==> config.mk <==
export PLATFORM = sky130hd
export DESIGN_NAME = learning_switch_forwarder
export DESIGN_NICKNAME = d
export VERILOG_FILES = /design/src/lsf_pkg.sv /design/src/learning_switch_forwarder.sv /design/src/lsf_ram.sv
export SDC_FILE = /design/constraint.sdc
export NUM_CORES = 1
export LEC_CHECK = 0
export BUFFER_PORTS_ARGS = -buffer_cell sky130_fd_sc_hd__buf_2
export CAP_MARGIN = 20
export CORE_MARGIN = 5
export CORE_UTILIZATION = 40
export CTS_CLUSTER_DIAMETER = 60
export DETAILED_ROUTE_END_ITERATION = 6
export SLEW_MARGIN = 40
export SYNTH_ARGS = -nofsm -noshare
export SYNTH_HDL_FRONTEND = slang
export SYNTH_SLANG_ARGS = --single-unit
==> constraint.sdc <==
create_clock -name i_clk -period 3.8 [get_ports i_clk]
set_clock_uncertainty 0.2 [all_clocks]
set_input_delay 0.57 -clock i_clk [delete_from_list [all_inputs] [get_ports i_clk]]
set_output_delay 0.57 -clock i_clk [all_outputs]
set_load 0.02 [all_outputs]
==> src/lsf_pkg.sv <==
// ----------------------------------------------------------------------------
// Learning switch forwarder package
// Field widths and stream packing shared by the forwarder and its checker.
// ----------------------------------------------------------------------------
package lsf_pkg;

    localparam int unsigned PortIdW   = 3;   // arrival_port
    localparam int unsigned AddrW     = 16;  // source / destination address
    localparam int unsigned MaskW     = 8;   // active_ports, send_ports
    localparam int unsigned EntryW    = AddrW + PortIdW;

    // slave tdata: arrival_port, source_address, destination_address
    localparam int unsigned InDataW   = 40;
    // master tdata: send_ports, flooded, learned, table_full
    localparam int unsigned OutDataW  = 16;
    localparam int unsigned OutUsedW  = MaskW + 3;

    localparam int unsigned OutFloodBit = MaskW;
    localparam int unsigned OutLearnBit = MaskW + 1;
    localparam int unsigned OutFullBit  = MaskW + 2;

endpackage

==> src/learning_switch_forwarder.sv <==
// A request is taken in S_IDLE; the learned entries are then read one entry per
// cycle in S_SCAN and compared as the registered data returns, the last in S_DRAIN
// (an empty table or an inactive port goes straight to S_DONE). S_DONE registers the
// result once the output register is free; only then is the next request taken.
// Reset (synchronous, active low) clears the fill count, the FSM and the output
// valid and sets active_ports to all ones; the table RAM is not cleared.
// ----------------------------------------------------------------------------
// Learning switch forwarder
// Learns source addresses into a fill-ordered table and forwards on a
// destination lookup, flooding on a miss.
// ----------------------------------------------------------------------------
module learning_switch_forwarder #(
    parameter int unsigned TABLE_DEPTH = 16,
    parameter int unsigned PORT_COUNT  = 8
) (
    input  logic                          i_clk,
    input  logic                          i_rst_n,
    // packet header stream
    input  logic                          s_axis_tvalid,
    output logic                          s_axis_tready,
    // [2:0] arrival_port, [18:3] source_address, [34:19] destination_address
    input  logic [lsf_pkg::InDataW-1:0]   s_axis_tdata,
    // forwarding result stream
    output logic                          m_axis_tvalid,
    input  logic                          m_axis_tready,
    // [7:0] send_ports, [8] flooded, [9] learned, [10] table_full
    output logic [lsf_pkg::OutDataW-1:0]  m_axis_tdata,
    // active_ports write
    input  logic                          i_cfg_valid,
    output logic                          o_cfg_ready,
    input  logic [lsf_pkg::MaskW-1:0]     i_cfg_data
);

    import lsf_pkg::*;

    localparam int unsigned AW = $clog2(TABLE_DEPTH);
    localparam int unsigned CW = $clog2(TABLE_DEPTH + 1);
    localparam logic [MaskW-1:0] PortMask = MaskW'((1 << PORT_COUNT) - 1);
    localparam logic [CW-1:0]    FullCount = CW'(TABLE_DEPTH);

    typedef enum logic [1:0] {
        S_IDLE,
        S_SCAN,
        S_DRAIN,
        S_DONE
    } t_state;

    t_state             r_state;
    logic [CW-1:0]      r_idx;
    logic               r_pend;
    logic [CW-1:0]      r_fill;
    logic [MaskW-1:0]   r_active;
    logic [PortIdW-1:0] r_port;
    logic [AddrW-1:0]   r_src;
    logic [AddrW-1:0]   r_dst;
    logic               r_drop;
    logic               r_src_found;
    logic               r_dst_found;
    logic [PortIdW-1:0] r_dst_port;
    logic               r_out_valid;
    logic [OutDataW-1:0] r_out_data;

    logic [MaskW-1:0]   active;
    logic [PortIdW-1:0] in_port;
    logic               in_accept;
    logic               rd_en;
    logic [EntryW-1:0]  rd_data;
    logic [AddrW-1:0]   rd_addr_val;
    logic [PortIdW-1:0] rd_port_val;
    logic               out_free;
    logic               n_learn;
    logic               n_full;
    logic               n_hit;
    logic [PortIdW-1:0] n_hit_port;
    logic [MaskW-1:0]   n_send;
    logic [OutDataW-1:0] n_out_data;
    logic               wr_en;
    logic [CW-1:0]      n_idx;

    assign active    = r_active & PortMask;
    assign in_port   = s_axis_tdata[PortIdW-1:0];
    assign s_axis_tready = (r_state == S_IDLE);
    assign in_accept = s_axis_tvalid && s_axis_tready;
    assign o_cfg_ready = 1'b1;

    assign rd_en       = (r_state == S_SCAN);
    assign rd_addr_val = rd_data[AddrW-1:0];
    assign rd_port_val = rd_data[EntryW-1:AddrW];
    assign n_idx       = r_idx + CW'(1);

    assign out_free = !r_out_valid || m_axis_tready;

    // learn into the next free slot; a same-address destination hits it at once
    always_comb begin
        n_learn    = !r_drop && !r_src_found && (r_fill != FullCount);
        n_full     = !r_drop && !r_src_found && (r_fill == FullCount);
        n_hit      = r_dst_found || (n_learn && (r_dst == r_src));
        n_hit_port = r_dst_found ? r_dst_port : r_port;
        if (n_hit) begin
            n_send = (MaskW'(1) << n_hit_port) & active;
        end else begin
            n_send = active & ~(MaskW'(1) << r_port);
        end
        n_out_data = '0;
        if (!r_drop) begin
            n_out_data[MaskW-1:0]   = n_send;
            n_out_data[OutFloodBit] = !n_hit;
            n_out_data[OutLearnBit] = n_learn;
            n_out_data[OutFullBit]  = n_full;
        end
    end

    assign wr_en = (r_state == S_DONE) && out_free && n_learn;

    lsf_ram #(
        .WIDTH (EntryW),
        .DEPTH (TABLE_DEPTH)
    ) u_table (
        .i_clk     (i_clk),
        .i_wr_en   (wr_en),
        .i_wr_addr (r_fill[AW-1:0]),
        .i_wr_data ({r_port, r_src}),
        .i_rd_en   (rd_en),
        .i_rd_addr (r_idx[AW-1:0]),
        .o_rd_data (rd_data)
    );

    always_ff @(posedge i_clk) begin
        if (!i_rst_n) begin
            r_state     <= S_IDLE;
            r_fill      <= '0;
            r_active    <= '1;
            r_out_valid <= 1'b0;
            r_pend      <= 1'b0;
        end else begin
            if (i_cfg_valid && o_cfg_ready) begin
                r_active <= i_cfg_data;
            end
            if (r_out_valid && m_axis_tready && r_state != S_DONE) begin
                r_out_valid <= 1'b0;
            end

            // compare the entry read in the previous cycle
            if ((r_state == S_SCAN || r_state == S_DRAIN) && r_pend) begin
                if (rd_addr_val == r_src) begin
                    r_src_found <= 1'b1;
                end
                if (rd_addr_val == r_dst) begin
                    r_dst_found <= 1'b1;
                    r_dst_port  <= rd_port_val;
                end
            end

            unique case (r_state)
                S_IDLE: begin
                    if (in_accept) begin
                        r_port      <= in_port;
                        r_src       <= s_axis_tdata[PortIdW +: AddrW];
                        r_dst       <= s_axis_tdata[PortIdW + AddrW +: AddrW];
                        r_drop      <= !active[in_port];
                        r_src_found <= 1'b0;
                        r_dst_found <= 1'b0;
                        r_idx       <= '0;
                        r_pend      <= 1'b0;
                        if (!active[in_port] || r_fill == '0) begin
                            r_state <= S_DONE;
                        end else begin
                            r_state <= S_SCAN;
                        end
                    end
                end
                S_SCAN: begin
                    r_idx  <= n_idx;
                    r_pend <= 1'b1;
                    if (n_idx == r_fill) begin
                        r_state <= S_DRAIN;
                    end
                end
                S_DRAIN: begin
                    r_pend  <= 1'b0;
                    r_state <= S_DONE;
                end
                S_DONE: begin
                    // hold until the output register is free
                    if (out_free) begin
                        r_out_valid <= 1'b1;
                        r_out_data  <= n_out_data;
                        if (n_learn) begin
                            r_fill <= r_fill + CW'(1);
                        end
                        r_state <= S_IDLE;
                    end
                end
                default: r_state <= S_IDLE;
            endcase
        end
    end

    assign m_axis_tvalid = r_out_valid;
    assign m_axis_tdata  = r_out_data;

endmodule

==> src/lsf_ram.sv <==
// ----------------------------------------------------------------------------
// Forwarder table RAM
// Simple dual-port RAM: one write port, one read port with registered data.
// ----------------------------------------------------------------------------
module lsf_ram #(
    parameter int unsigned WIDTH  = 19,
    parameter int unsigned DEPTH  = 16,
    parameter int unsigned ADDR_W = $clog2(DEPTH)
) (
    input  logic              i_clk,
    input  logic              i_wr_en,
    input  logic [ADDR_W-1:0] i_wr_addr,
    input  logic [WIDTH-1:0]  i_wr_data,
    input  logic              i_rd_en,
    input  logic [ADDR_W-1:0] i_rd_addr,
    output logic [WIDTH-1:0]  o_rd_data
);

    logic [WIDTH-1:0] r_mem [DEPTH];
    logic [WIDTH-1:0] r_rd_data;

    always_ff @(posedge i_clk) begin
        if (i_wr_en) begin
            r_mem[i_wr_addr] <= i_wr_data;
        end
        if (i_rd_en) begin
            r_rd_data <= r_mem[i_rd_addr];
        end
    end

    assign o_rd_data = r_rd_data;

endmodule

; Yosys cells after proc, flatten, opt, wreduce, memory -nomap -nowiden
; Memories as Yosys holds them, arrays and structs flattened. A register that Yosys moved wholly into a read port is not among the register bits.
; Cells that the tools add are included.
[classes]
shifts = 2
mux = 26
bitwise = 3
reduce_logical = 30
n_eq_ne = 13
n_lt_le_gt_ge = 1
add_sub_neg = 2
[ops]
columns = operator, n
row1 = $eq 16x16->1, 3
row2 = $reduce_and 3->1, 6
row3 = $and 8x8->8, 2
row4 = $shl 1x3->8 const A, 2
row5 = $mux 1, 15
row6 = $add 5x1->5 const B, 2
row7 = $logic_and 1x1->1, 10
row8 = $pmux 5 s2, 1
row9 = $mux 2, 4
row10 = $mux 8, 1
row11 = $not 8->8, 1
row12 = $pmux 2 s4, 1
row13 = $eq 5x5->1, 1
row14 = $eq 5x5->1 const B, 1
row15 = $logic_not 1->1, 5
row16 = $logic_not 5->1, 1
row17 = $mux 5, 1
row18 = $ne 5x5->1 const B, 1
row19 = $eq 2x2->1 const B, 2
row20 = $logic_or 1x1->1, 4
row21 = $lt 3x4->1 const B, 1
row22 = $ne 2x1->1 const B, 2
row23 = $ne 2x2->1 const B, 2
row24 = $bmux 1 s3, 1
row25 = 7 further kinds, 7
[word_totals]
ram_bits = 304
inputBits = 53
n_memories = 1
output_inout_bits = 19
register_bits = 74
wordCells = 92
[mem_list]
columns = memory, words, width, read_ports, rd_ports_with_merged_regs, wr, line
row1 = u_table.r_mem, 16, 19, 1, 1, 1, lsf_ram.sv:19  ; logic [WIDTH-1:0] r_mem [DEPTH];

; Longest topological paths before layout
; Gate-level depths: netlist (run 1).
[depth]
word_depth = 7
mapped_depth = 8
depth_no_buf = 7

; By module
; Synthesis (run 1) repeated with hierarchy kept, for this count alone.
[hier_totals]
hier_cells = 823
hier_area_um2 = 15847.7
[modules_own_cells]
columns = mod, area_each_um2, seq_area_each_um2, n_inst, cells_each
row1 = lsf_ram, 12036.5, 9699.3, 1, 507
row2 = learning_switch_forwarder, 3811.2, 2052.0, 1, 316

; Least setup slack after synthesis (run 1)
; OpenSTA, ideal clock, no wires.
[synth_path]
path_type = register to register
startpoint = register r_fill[0]
endpoint = memory u_table.r_mem[3][0], enable pin
arrival_time_ps = 2760
required_time_ps = 3181
synth_period_minus_slack_ps = 3379
path_stages_with_launch = 8
setup_time_ps = 419
slack_ps = 421
n_path_buf = 1
path_cell_list = dfxtp_1 inv_1 ha_1 nand4bb_1 and4_1 clkbuf_1 nand2_1 nor3_1
[synth_via]
elab_chain_len = 5
[synth_rtl]
columns = element, line
row1 = start: declaration, learning_switch_forwarder.sv:51  ; logic [CW-1:0] r_fill;
row2 = start signal: assignment, learning_switch_forwarder.sv:189  ; r_fill <= r_fill + CW'(1);
row3 = $ne 5x5->1, learning_switch_forwarder.sv:95  ; n_learn = !r_drop && !r_src_found && (r_fill != FullCount);
row4 = $logic_and 1x1->1, learning_switch_forwarder.sv:95
row5 = $logic_and 1x1->1, learning_switch_forwarder.sv:113  ; assign wr_en = (r_state == S_DONE) && out_free && n_learn;
row6 = $mux 1, lsf_ram.sv:23  ; if (i_wr_en) begin
row7 = $mux 1 (implied by the code), lsf_ram.sv:24  ; r_mem[i_wr_addr] <= i_wr_data;
row8 = end: declaration, lsf_ram.sv:19
; Several ways; a longest one is shown, not always the timed one.

; Worst setup path in the final report (run 1)
[layout_path]
startpoint = register r_src[3]
endpoint = register r_out_data[0], in the netlist m_axis_tdata[0] (data pin)
[layout_via]
elab_chain_len = 4
[layout_rtl]
columns = element, line
row1 = start: declaration, learning_switch_forwarder.sv:54  ; logic [AddrW-1:0] r_src;
row2 = start signal: assignment, learning_switch_forwarder.sv:158  ; r_src <= s_axis_tdata[PortIdW +: AddrW];
row3 = $eq 16x16->1, learning_switch_forwarder.sv:97  ; n_hit = r_dst_found || (n_learn && (r_dst == r_src));
row4 = $logic_and 1x1->1, learning_switch_forwarder.sv:97
row5 = $logic_or 1x1->1, learning_switch_forwarder.sv:97
row6 = $mux 8, learning_switch_forwarder.sv:99  ; if (n_hit) begin
row7 = end signal: assignment, learning_switch_forwarder.sv:187  ; r_out_data <= n_out_data;
row8 = end: declaration, learning_switch_forwarder.sv:61  ; logic [OutDataW-1:0] r_out_data;
; No other way between the ends.
; A chain may end at the register's enable or synchronous reset.

==> results of run 1 <==
[cell families after synthesis]
logic type,Yosys count
simple gates,107
xor+xnor,62
buf+inv,48
fa+ha+maj,10
compound gates,34
other cells,2
mux,109
flops,397
[registers in the layout, summed over array words and instances, names as in the netlist, 5 cells and up]
register	flops
u_table.o_rd_data	19
r_idx	5
r_dst	16
u_table.r_mem	304
active	8
r_src	16
m_axis_tdata	11
r_fill	5
[through the flow]
stage	cell area, um2	total power, uW	instances	util (%)
after floorplan	15800	6460	773	-
after global placement	16900	6900	1349	43.5
after detailed placement	16900	6930	1350	43.5
after CTS	18600	10900	1456	47.7
after global routing	18600	11200	1456	47.7
final	18600	10700	1456	47.7
[cells in the mapped netlist (5+ instances only)]
master / n
nand3_1: 9
buf_4: 6
and2_1: 11
xnor2_1: 53
nor2b_1: 6
nand4_1: 12
a211oi_1: 6
nor3_1: 5
mux4_2: 97
nand2_1: 28
buf_2: 11
nand2b_1: 7
mux2i_1: 11
xor2_1: 9
dfxtp_1: 17
clkbuf_1: 16
inv_1: 9
nor2_1: 19
a21oi_1: 9
edfxtp_1: 380
ha_1: 10
[power by group]
part,switching [uW],internal (uW),total [uW]
logic,719,762,1480
registers,246,5100,5340
clock network,1630,2290,3920
[layout make-up]
cell class / count / share of cell area (%)
clock buffers: 55 / 6.04
clock inverters: 21 / 1.06
inverters: 9 / 0.182
flip-flops and latches: 397 / 63.3
repair buffers: 128 / 5.06
multi-input cells: 328 / 20.8
well taps: 518 / 3.49
[worst max-delay path, cell delays in order (launching register included)]
cell	delay, ns
edfxtp_1	0.76
xnor2_1	0.19
nand4_1	0.22
nor4_4	0.68
a21oi_1	0.19
a2111oi_2	0.37
[per-layer routing]
| layer | GRT usage [%] | vias up | wire [um] |
|---|---|---|---|
| met5 | 0 | - | 0 |
| met4 | 3.76 | 0 | 681 |
| met2 | 23.8 | 226 | 15700 |
| met3 | 3.13 | 52 | 1930 |
| li1 | - | 3384 | - |
| met1 | 22.4 | 3948 | 15100 |
[worst max-delay path by stage]
| stage | to | slack (ns) | cells past startpoint | start |
|---|---|---|---|---|
| after global routing | m_axis_tdata[0]$_SDFFCE_PP0P_ | 0.73 | 5 | r_src[3]$_DFFE_PP_ |
| after global placement | m_axis_tdata[2]$_SDFFCE_PP0P_ | 1.05 | 5 | r_src[3]$_DFFE_PP_ |
| after floorplan | u_table.r_mem[3][0]$_DFFE_PP_ | 0.42 | 7 | r_fill[0]$_SDFFE_PN0P_ |
| after CTS | m_axis_tdata[0]$_SDFFCE_PP0P_ | 0.92 | 5 | r_src[3]$_DFFE_PP_ |
| after detailed placement | m_axis_tdata[0]$_SDFFCE_PP0P_ | 0.96 | 5 | r_src[3]$_DFFE_PP_ |
| final | m_axis_tdata[0]$_SDFFCE_PP0P_ | 0.96 | 5 | r_src[3]$_DFFE_PP_ |
==> impl_metrics.py, run 1 <==
metrics = {
    "final_layout": {
        "n_fill_cell": 3249,
        "final_cell_mix": "380 x edfxtp_1, 97 x mux4_2, 60 x buf_2",
        "antenna_cells": 0,
        "multiInputGateArea_um2": 3870,
        "regArea_um2": 11800,
        "mostFrequentLayoutCell": "edfxtp_1",
        "drive_gt1_share_pct": 28.8,
        "area_growth_pct": 17.4,
        "finalNetCount": 969,
    },
    "clock_tree": {
        "cts_tree": "built",
        "post_cts_buffers": 0,
        "clk_path_buf_depth": 3,
        "numCtsBuffers": 42,
        "cts_resized": 0,
        "htreeDepth": 2,
        "cts_hold_buf": 30,
        "cts.sinks": 397,
        "clk_pin_slew_ns": 0.06,
        "cts-root-buf": "clkbuf_16",
        "clk_latency_ns": 0.55,
    },
    "floorplan": {
        "rows": 72,
        "die_h_um": 209,
        "die_area_um2": 43600,
        "io_pins": 72,
        "core_area_um2": 38900,
        "start_util_pct": 40.6,
        "die_width_um": 209,
    },
    "sta": {
        "drv_slew": 0,
        "hold_ws_ns": 0.0290,
        "relSlewSlack_pct": 46.0,
        "rsz0062_at_grt": "false",
        "max_freq_mhz": 352,
        "setup_ws_ns": 0.956,
        "setup_viol": 0,
        "tightest_slew_ns": 0.802,
        "tns_ns": 0,
        "final_hold_viol_count": 0,
        "final.period_utilization_pct": 74.8,
        "period_needed_ns": 2.84,
    },
    "route": {
        "first_pass_iters": 5,
        "drt_iter0_drc": 537,
        "wl_per_cell_um": 23.0,
        "drt_wl_total_mm": 33.5,
        "routed_via_density": 5.23,
        "vias": 7610,
        "drc": 0,
        "ant_nets": 0,
    },
    "logic_synthesis": {
        "synthMuxAreaShare_pct": 14.6,
        "yosysTopAreaCell": "edfxtp_1",
        "synthSimpleGateAreaFrac_pct": 3.54,
        "ys.flop_type": "edfxtp_1",
        "syn_inst": 769,
        "synth_compound_area_share_pct": 1.65,
        "ys_seq_elements": 397,
        "synth_edf_count": 380,
        "syn_area_um2": 15800,
        "synth.area.top_cells": "edfxtp_1 72%, mux4_2 14%, xnor2_1 2.9%",
        "synth-seq-area-share_pct": 74.4,
        "synth_cell_types": 44,
        "synth_xor_area_share_pct": 3.44,
        "yosysTopAreaCellShare_pct": 72.2,
        "avgSynthCellArea_um2": 20.6,
        "synth_fa_ha_area_share_pct": 0.792,
        "async_reset_ff_share_pct": 0,
        "synth_top_family_by_area": "multiplexers",
        "synth_warnings": 0,
    },
    "critical_path": {
        "r2r-start": "r_src[3]$_DFFE_PP_",
        "startpoint_type": "flip-flop",
        "rr_worst_depth": 5,
        "cp-end-kind": "flip-flop",
        "reg2reg_slack_ns": 0.96,
        "path_class": "reg -> reg",
        "arrival_ns": 2.98,
        "path_max_fanout": 18,
        "r2r_end": "m_axis_tdata[0]$_SDFFCE_PP0P_",
        "crit_required_ns": 3.93,
    },
    "global_routing": {
        "antenna_found_initial": 0,
        "grt_pass1_wl_mm": 50.4,
        "grt_pass1_vias": 7869,
        "grt_overflow": 0,
        "grt_use_total_pct": 15.3,
        "grt_max_degree": 60,
    },
    "place": {
        "gp_congestion": 0.772,
        "hpwl_mm": 19.8,
        "port_buffers": 60,
        "pre_cts_ws_ns": 0.962,
    },
    "status": {
        "status": "finished, final reports clean",
    },
    "power_and_ir_drop": {
        "ir_drop_v": 0.000432,
        "p_per_area_nw_per_um2": 579,
        "p_leak_uw": 0.00603,
    },
    "worst_hold_path": {
        "hold_start": "s_axis_tdata[7]",
        "hold_path_class": "in -> reg",
        "holdPathStages": 1,
        "hold_end": "r_src[4]$_DFFE_PP_",
    },
    "run": {
        "cap_violations": 0,
    },
}
No activity file was read; power rests on OpenSTA's default activity.
==> run 2, diff against run 1 <==
- clock period: 3.8 -> 2.65 ns (I/O delays scaled with it)
==> run 2 against run 1 <==
Non-clock buffer count rose by 55; utilization grew 2.3 points; via count grew 4.0%; global-route usage grew 1.2 points; register-to-register slack got worse by 0.67 ns; critical path depth rose by 1; first-iteration DRC count down 5.4%; critical path type unchanged.
==> impl_metrics.py, run 2 (synthesis results as in run 1) <==
metrics = {
    "route": {
        "ant_nets": 0,
        "first_pass_iters": 4,
        "vias": 7918,
        "drt_iter0_drc": 508,
        "drc": 0,
        "routed_via_density": 5.24,
        "wl_per_cell_um": 23.7,
        "drt_wl_total_mm": 35.9,
    },
    "place": {
        "pre_cts_ws_ns": 0.281,
        "hpwl_mm": 21.5,
        "gp_congestion": 0.776,
        "port_buffers": 60,
    },
    "power_and_ir_drop": {
        "p_per_area_nw_per_um2": 817,
        "p_sw_share_pct": 24.6,
        "p_clk_share_pct": 37.2,
        "ir_drop_v": 0.000455,
        "switchingPower_uw": 3910,
        "comb_power_share_pct": 15.4,
        "p_seq_share_pct": 47.4,
        "intPower_uw": 12000,
        "p_leak_uw": 0.00637,
    },
    "final_layout": {
        "final_cell_mix": "380 x edfxtp_1, 97 x mux4_2, 60 x buf_2",
        "top_register": "u_table.r_mem",
        "mostFrequentLayoutCell": "edfxtp_1",
        "n_fill_cell": 3156,
        "largest_register_ffs": 304,
        "finalNetCount": 1026,
        "antenna_cells": 0,
        "area_growth_pct": 23.1,
        "drive_gt1_share_pct": 31.2,
    },
    "clock_tree": {
        "numCtsBuffers": 44,
        "clk_pin_slew_ns": 0.06,
        "htreeDepth": 2,
        "cts.sinks": 397,
        "post_cts_buffers": 0,
        "cts_resized": 0,
        "clk_latency_ns": 0.58,
        "clk_path_buf_depth": 3,
        "cts_tree": "built",
        "cts-root-buf": "clkbuf_16",
    },
    "critical_path": {
        "crit_required_ns": 2.82,
        "arrival_ns": 2.53,
        "slowest_delay_ns": 0.44,
        "path_class": "reg -> reg",
        "cp-end-kind": "flip-flop",
        "cpMaxStageDelayCell": "edfxtp_1",
        "path_max_fanout": 9,
        "startpoint_type": "flip-flop",
        "path_cells": "xnor2_1 > nand4_1 > nor4_4 > buf_4 > a21oi_1 > a2111oi_2",
    },
    "floorplan": {
        "core_area_um2": 38900,
        "die_width_um": 209,
        "die_area_um2": 43600,
        "io_pins": 72,
        "start_util_pct": 40.6,
        "die_h_um": 209,
        "rows": 72,
    },
    "sta": {
        "setup_viol": 0,
        "tightest_slew_ns": 0.547,
        "setup_ws_ns": 0.285,
        "final.period_utilization_pct": 89.3,
        "rsz0062_at_grt": "false",
        "relSlewSlack_pct": 63.5,
        "period_needed_ns": 2.37,
        "drv_slew": 0,
        "hold_ws_ns": 0.0223,
        "final_hold_viol_count": 0,
        "max_freq_mhz": 423,
    },
    "global_routing": {
        "grt_max_degree": 32,
        "grt_pass1_wl_mm": 53.4,
        "antenna_found_initial": 0,
        "grt_overflow": 0,
        "grt_use_total_pct": 16.5,
        "grt_pass1_vias": 8250,
    },
    "status": {
        "status": "finished, final reports clean",
    },
    "run": {
        "cap_violations": 0,
    },
    "worst_hold_path": {
        "hold_path_class": "in -> reg",
    },
}
-- run 2: cell types whose count changed in the layout (fill, tap and decap cells not counted), moves of 2 or more --
cell / before / now
nor3_2: 4 / 0
clkbuf_1: 12 / 10
nor3_4: 0 / 4
dlygate4sd3_1: 30 / 52
clkinv_1: 12 / 7
clkinv_8: 2 / 0
buf_4: 33 / 40
buf_12: 4 / 31
clkinv_2: 2 / 6
-- run 2: per-stage QoR --
stage / util (%) / TNS [ns] / instances / cell area [um2] / power (uW)
after floorplan: - / -46.46 / 773 / 15800 / 9260
after global placement: 45.1 / 0 / 1383 / 17500 / 10100
after detailed placement: 45.1 / 0 / 1383 / 17500 / 10100
after CTS: 50.0 / 0 / 1511 / 19500 / 16100
after global routing: 50.0 / 0 / 1511 / 19500 / 16500
final: 50.0 / 0 / 1511 / 19500 / 15900
-- run 2: final timing paths --
kind / startpoint / end / slack, ns / cells past startpoint
worst min-delay path: s_axis_tvalid / r_dst_found$_DFFE_PP_ / 0.02 / 2
worst max register to register: r_dst[7]$_DFFE_PP_ / m_axis_tdata[0]$_SDFFCE_PP0P_ / 0.28 / 6
worst max-delay path: r_dst[7]$_DFFE_PP_ / m_axis_tdata[0]$_SDFFCE_PP0P_ / 0.28 / 6
worst min register to register: u_table.o_rd_data[18]$_DFFE_PP_ / r_dst_port[2]$_DFFE_PP_ / 0.22 / 0
-- run 2: cell type report --
type | count | area [um2] | area share (%)
Multi-Input combinational cell | 328 | 3890 | 20.0
Sequential cell | 397 | 11800 | 60.4
Timing Repair Buffer | 183 | 1740 | 8.95
Tap cell | 518 | 648 | 3.33
Clock inverter | 22 | 254 | 1.31
Inverter | 9 | 33.8 | 0.174
Clock buffer | 54 | 1140 | 5.85
-- run 2: power groups by stage --
stage | clock (uW) | combinational (uW) | sequential [uW]
after global routing | 6310 | 2650 | 7560
after global placement | 0 | 2420 | 7660
after detailed placement | 0 | 2440 | 7670
after floorplan | 0 | 1590 | 7670
after CTS | 6020 | 2510 | 7540
final | 5910 | 2450 | 7530
-- run 2: worst max-delay path, delay by kind of cell (launching register included) --
kind | cells | cell delay, ns
XOR/XNOR | 1 | 0.28
buffers and inverters | 1 | 0.22
AO/OA/AOI/OAI | 2 | 0.45
flip-flops | 1 | 0.44
AND/OR/NAND/NOR | 2 | 0.56
-- run 2: layer usage --
| layer | part of all wire (%) | vias up | GRT usage [%] |
|---|---|---|---|
| li1 | - | 3498 | - |
| met5 | 0 | - | 0 |
| met1 | 42 | 4120 | 22.7 |
| met2 | 49 | 256 | 26.8 |
| met4 | 2.1 | 0 | 4.86 |
| met3 | 6.6 | 44 | 3.49 |
-- run 2: repair_timing --
item | in CTS | in global routing
setup endpoints to repair | 0 | 0
hold buffers | 52 | 0
hold endpoints to repair | 44 | 0
==> run 3, diff against run 2 <==
- SETUP_SLACK_MARGIN: default -> 0.3
==> run 3 against run 2 <==
Largest cell class unchanged; critical path depth is 2 higher; combinational power is essentially flat; count of clock-buffer cells in the layout grew 2; hold slack better by 0.028 ns; fmax grew 3.5%; global-route usage decreased by 0.17 points; total power fell by 1.6%.
==> impl_metrics.py, run 3 (synthesis results as in run 1) <==
metrics = {
    "global_routing": {
        "grt_pass1_vias": 8211,
        "grt_use_total_pct": 16.3,
        "antenna_found_initial": 0,
        "grt_max_degree": 63,
        "grt_pass1_wl_mm": 53.2,
        "grt_overflow": 0,
    },
    "worst_hold_path": {
        "hold_path_class": "in -> reg",
        "hold_start": "i_rst_n",
    },
    "floorplan": {
        "start_util_pct": 40.6,
        "io_pins": 72,
        "core_area_um2": 38900,
        "die_area_um2": 43600,
        "die_h_um": 209,
        "die_width_um": 209,
        "rows": 72,
    },
    "power_and_ir_drop": {
        "p_clk_share_pct": 36.1,
        "switchingPower_uw": 3920,
        "intPower_uw": 11700,
        "ir_drop_v": 0.000532,
        "p_sw_share_pct": 25.0,
        "p_leak_uw": 0.00649,
        "p_per_area_nw_per_um2": 797,
        "p_seq_share_pct": 48.2,
        "comb_power_share_pct": 15.8,
    },
    "sta": {
        "rsz0062_at_grt": "true",
        "final_hold_viol_count": 0,
        "final.period_utilization_pct": 86.2,
        "period_needed_ns": 2.28,
        "max_freq_mhz": 438,
        "hold_ws_ns": 0.0504,
        "drv_slew": 0,
        "setup_ws_ns": 0.365,
        "setup_viol": 0,
        "relSlewSlack_pct": 48.5,
        "tightest_slew_ns": 0.772,
        "tns_ns": 0,
    },
    "final_layout": {
        "regArea_um2": 11800,
        "antenna_cells": 0,
        "final_cell_mix": "380 x edfxtp_1, 97 x mux4_2, 60 x buf_2",
        "final_cells": 1530,
        "finalNetCount": 1041,
        "n_fill_cell": 3106,
        "area_growth_pct": 24.2,
        "fin_area_um2": 19600,
        "largest_register_ffs": 304,
        "mostFrequentLayoutCell": "edfxtp_1",
        "multiInputGateArea_um2": 4080,
        "top_register": "u_table.r_mem",
        "drive_gt1_share_pct": 34.0,
    },
    "run": {
        "cap_violations": 0,
    },
    "critical_path": {
        "r2r-start": "r_fill[0]$_SDFFE_PN0P_",
        "path_max_fanout": 8,
        "startpoint_type": "flip-flop",
        "cp-end-kind": "flip-flop",
        "crit_required_ns": 2.72,
        "startpoint": "r_fill[0]$_SDFFE_PN0P_",
        "path_class": "reg -> reg",
        "arrival_ns": 2.35,
    },
    "route": {
        "drc": 0,
        "ant_nets": 0,
        "routed_via_density": 5.21,
        "wl_per_cell_um": 23.4,
        "drt_iter0_drc": 688,
        "drt_wl_total_mm": 35.7,
        "vias": 7970,
        "first_pass_iters": 4,
    },
    "place": {
        "port_buffers": 60,
        "hpwl_mm": 21.3,
        "dpl_cell_area_um2": 17500,
        "dp.cells": 1382,
        "gp_congestion": 0.786,
        "pre_cts_ws_ns": 0.207,
    },
    "clock_tree": {
        "cts_tree": "built",
        "clk_pin_slew_ns": 0.06,
        "cts.sinks": 397,
        "htreeDepth": 2,
        "clk_latency_ns": 0.56,
        "clk_path_buf_depth": 3,
        "numCtsBuffers": 43,
        "cts-root-buf": "clkbuf_16",
    },
    "status": {
        "status": "finished, final reports clean",
    },
}
## run 3: per-stage QoR
step	total power [uW]	utilization (%)
floorplan	9270	-
global placement	10000	44.9
detailed placement	10000	44.9
CTS	15800	49.9
global route	16300	50.5
finish	15600	50.5
## run 3: power groups by stage
stage                     combinational, uW  clock [uW]  sequential (uW)
final                                  2470        5640             7530
after global routing                   2670        6060             7560
after CTS                              2470        5770             7540
after detailed placement               2380           0             7670
after global placement                 2370           0             7660
after floorplan                        1600           0             7670
## run 3: final timing paths
path                               endpoint  slack, ns  depth (start not counted)
max          u_table.r_mem[3][11]$_DFFE_PP_       0.37                          8
min reg2reg         r_dst_port[0]$_DFFE_PP_       0.22                          0
min                   r_dst_found$_DFFE_PP_       0.05                          1
max reg2reg  u_table.r_mem[3][11]$_DFFE_PP_       0.37                          8
## run 3: critical path, stage by stage, from the launching register on
cell and delay (ns):
dfxtp_2 0.37, inv_1 0.11, ha_4 0.20, nand4bb_4 0.10
and4_4 0.23, buf_12 0.14, nand2_4 0.10, nor3_4 0.30
clkbuf_16 0.25
## run 3: repair_timing
item                                    CTS  global route
pin swaps                                 5            14
gates cloned                              0             2
hold endpoints to repair                 46             0
gates resized for setup                   8            18
buffers inserted                          4            10
endpoints found under the setup margin   68           140
hold buffers                             53             0
## run 3: area by class of cell
type | count | area share [%]
sequential | 397 | 59.9
inverter | 9 | 0.172
multi-input combinational | 328 | 20.8
clock inverter | 23 | 0.943
clock buffer | 56 | 5.84
tap | 518 | 3.30
timing repair buffer | 199 | 9.10
## run 3: layer usage
metal	part of all wire, %	GRT usage, %
met5	0	0
met2	50	27.2
met3	5.8	3.13
met1	42	22.6
met4	2.0	3.69
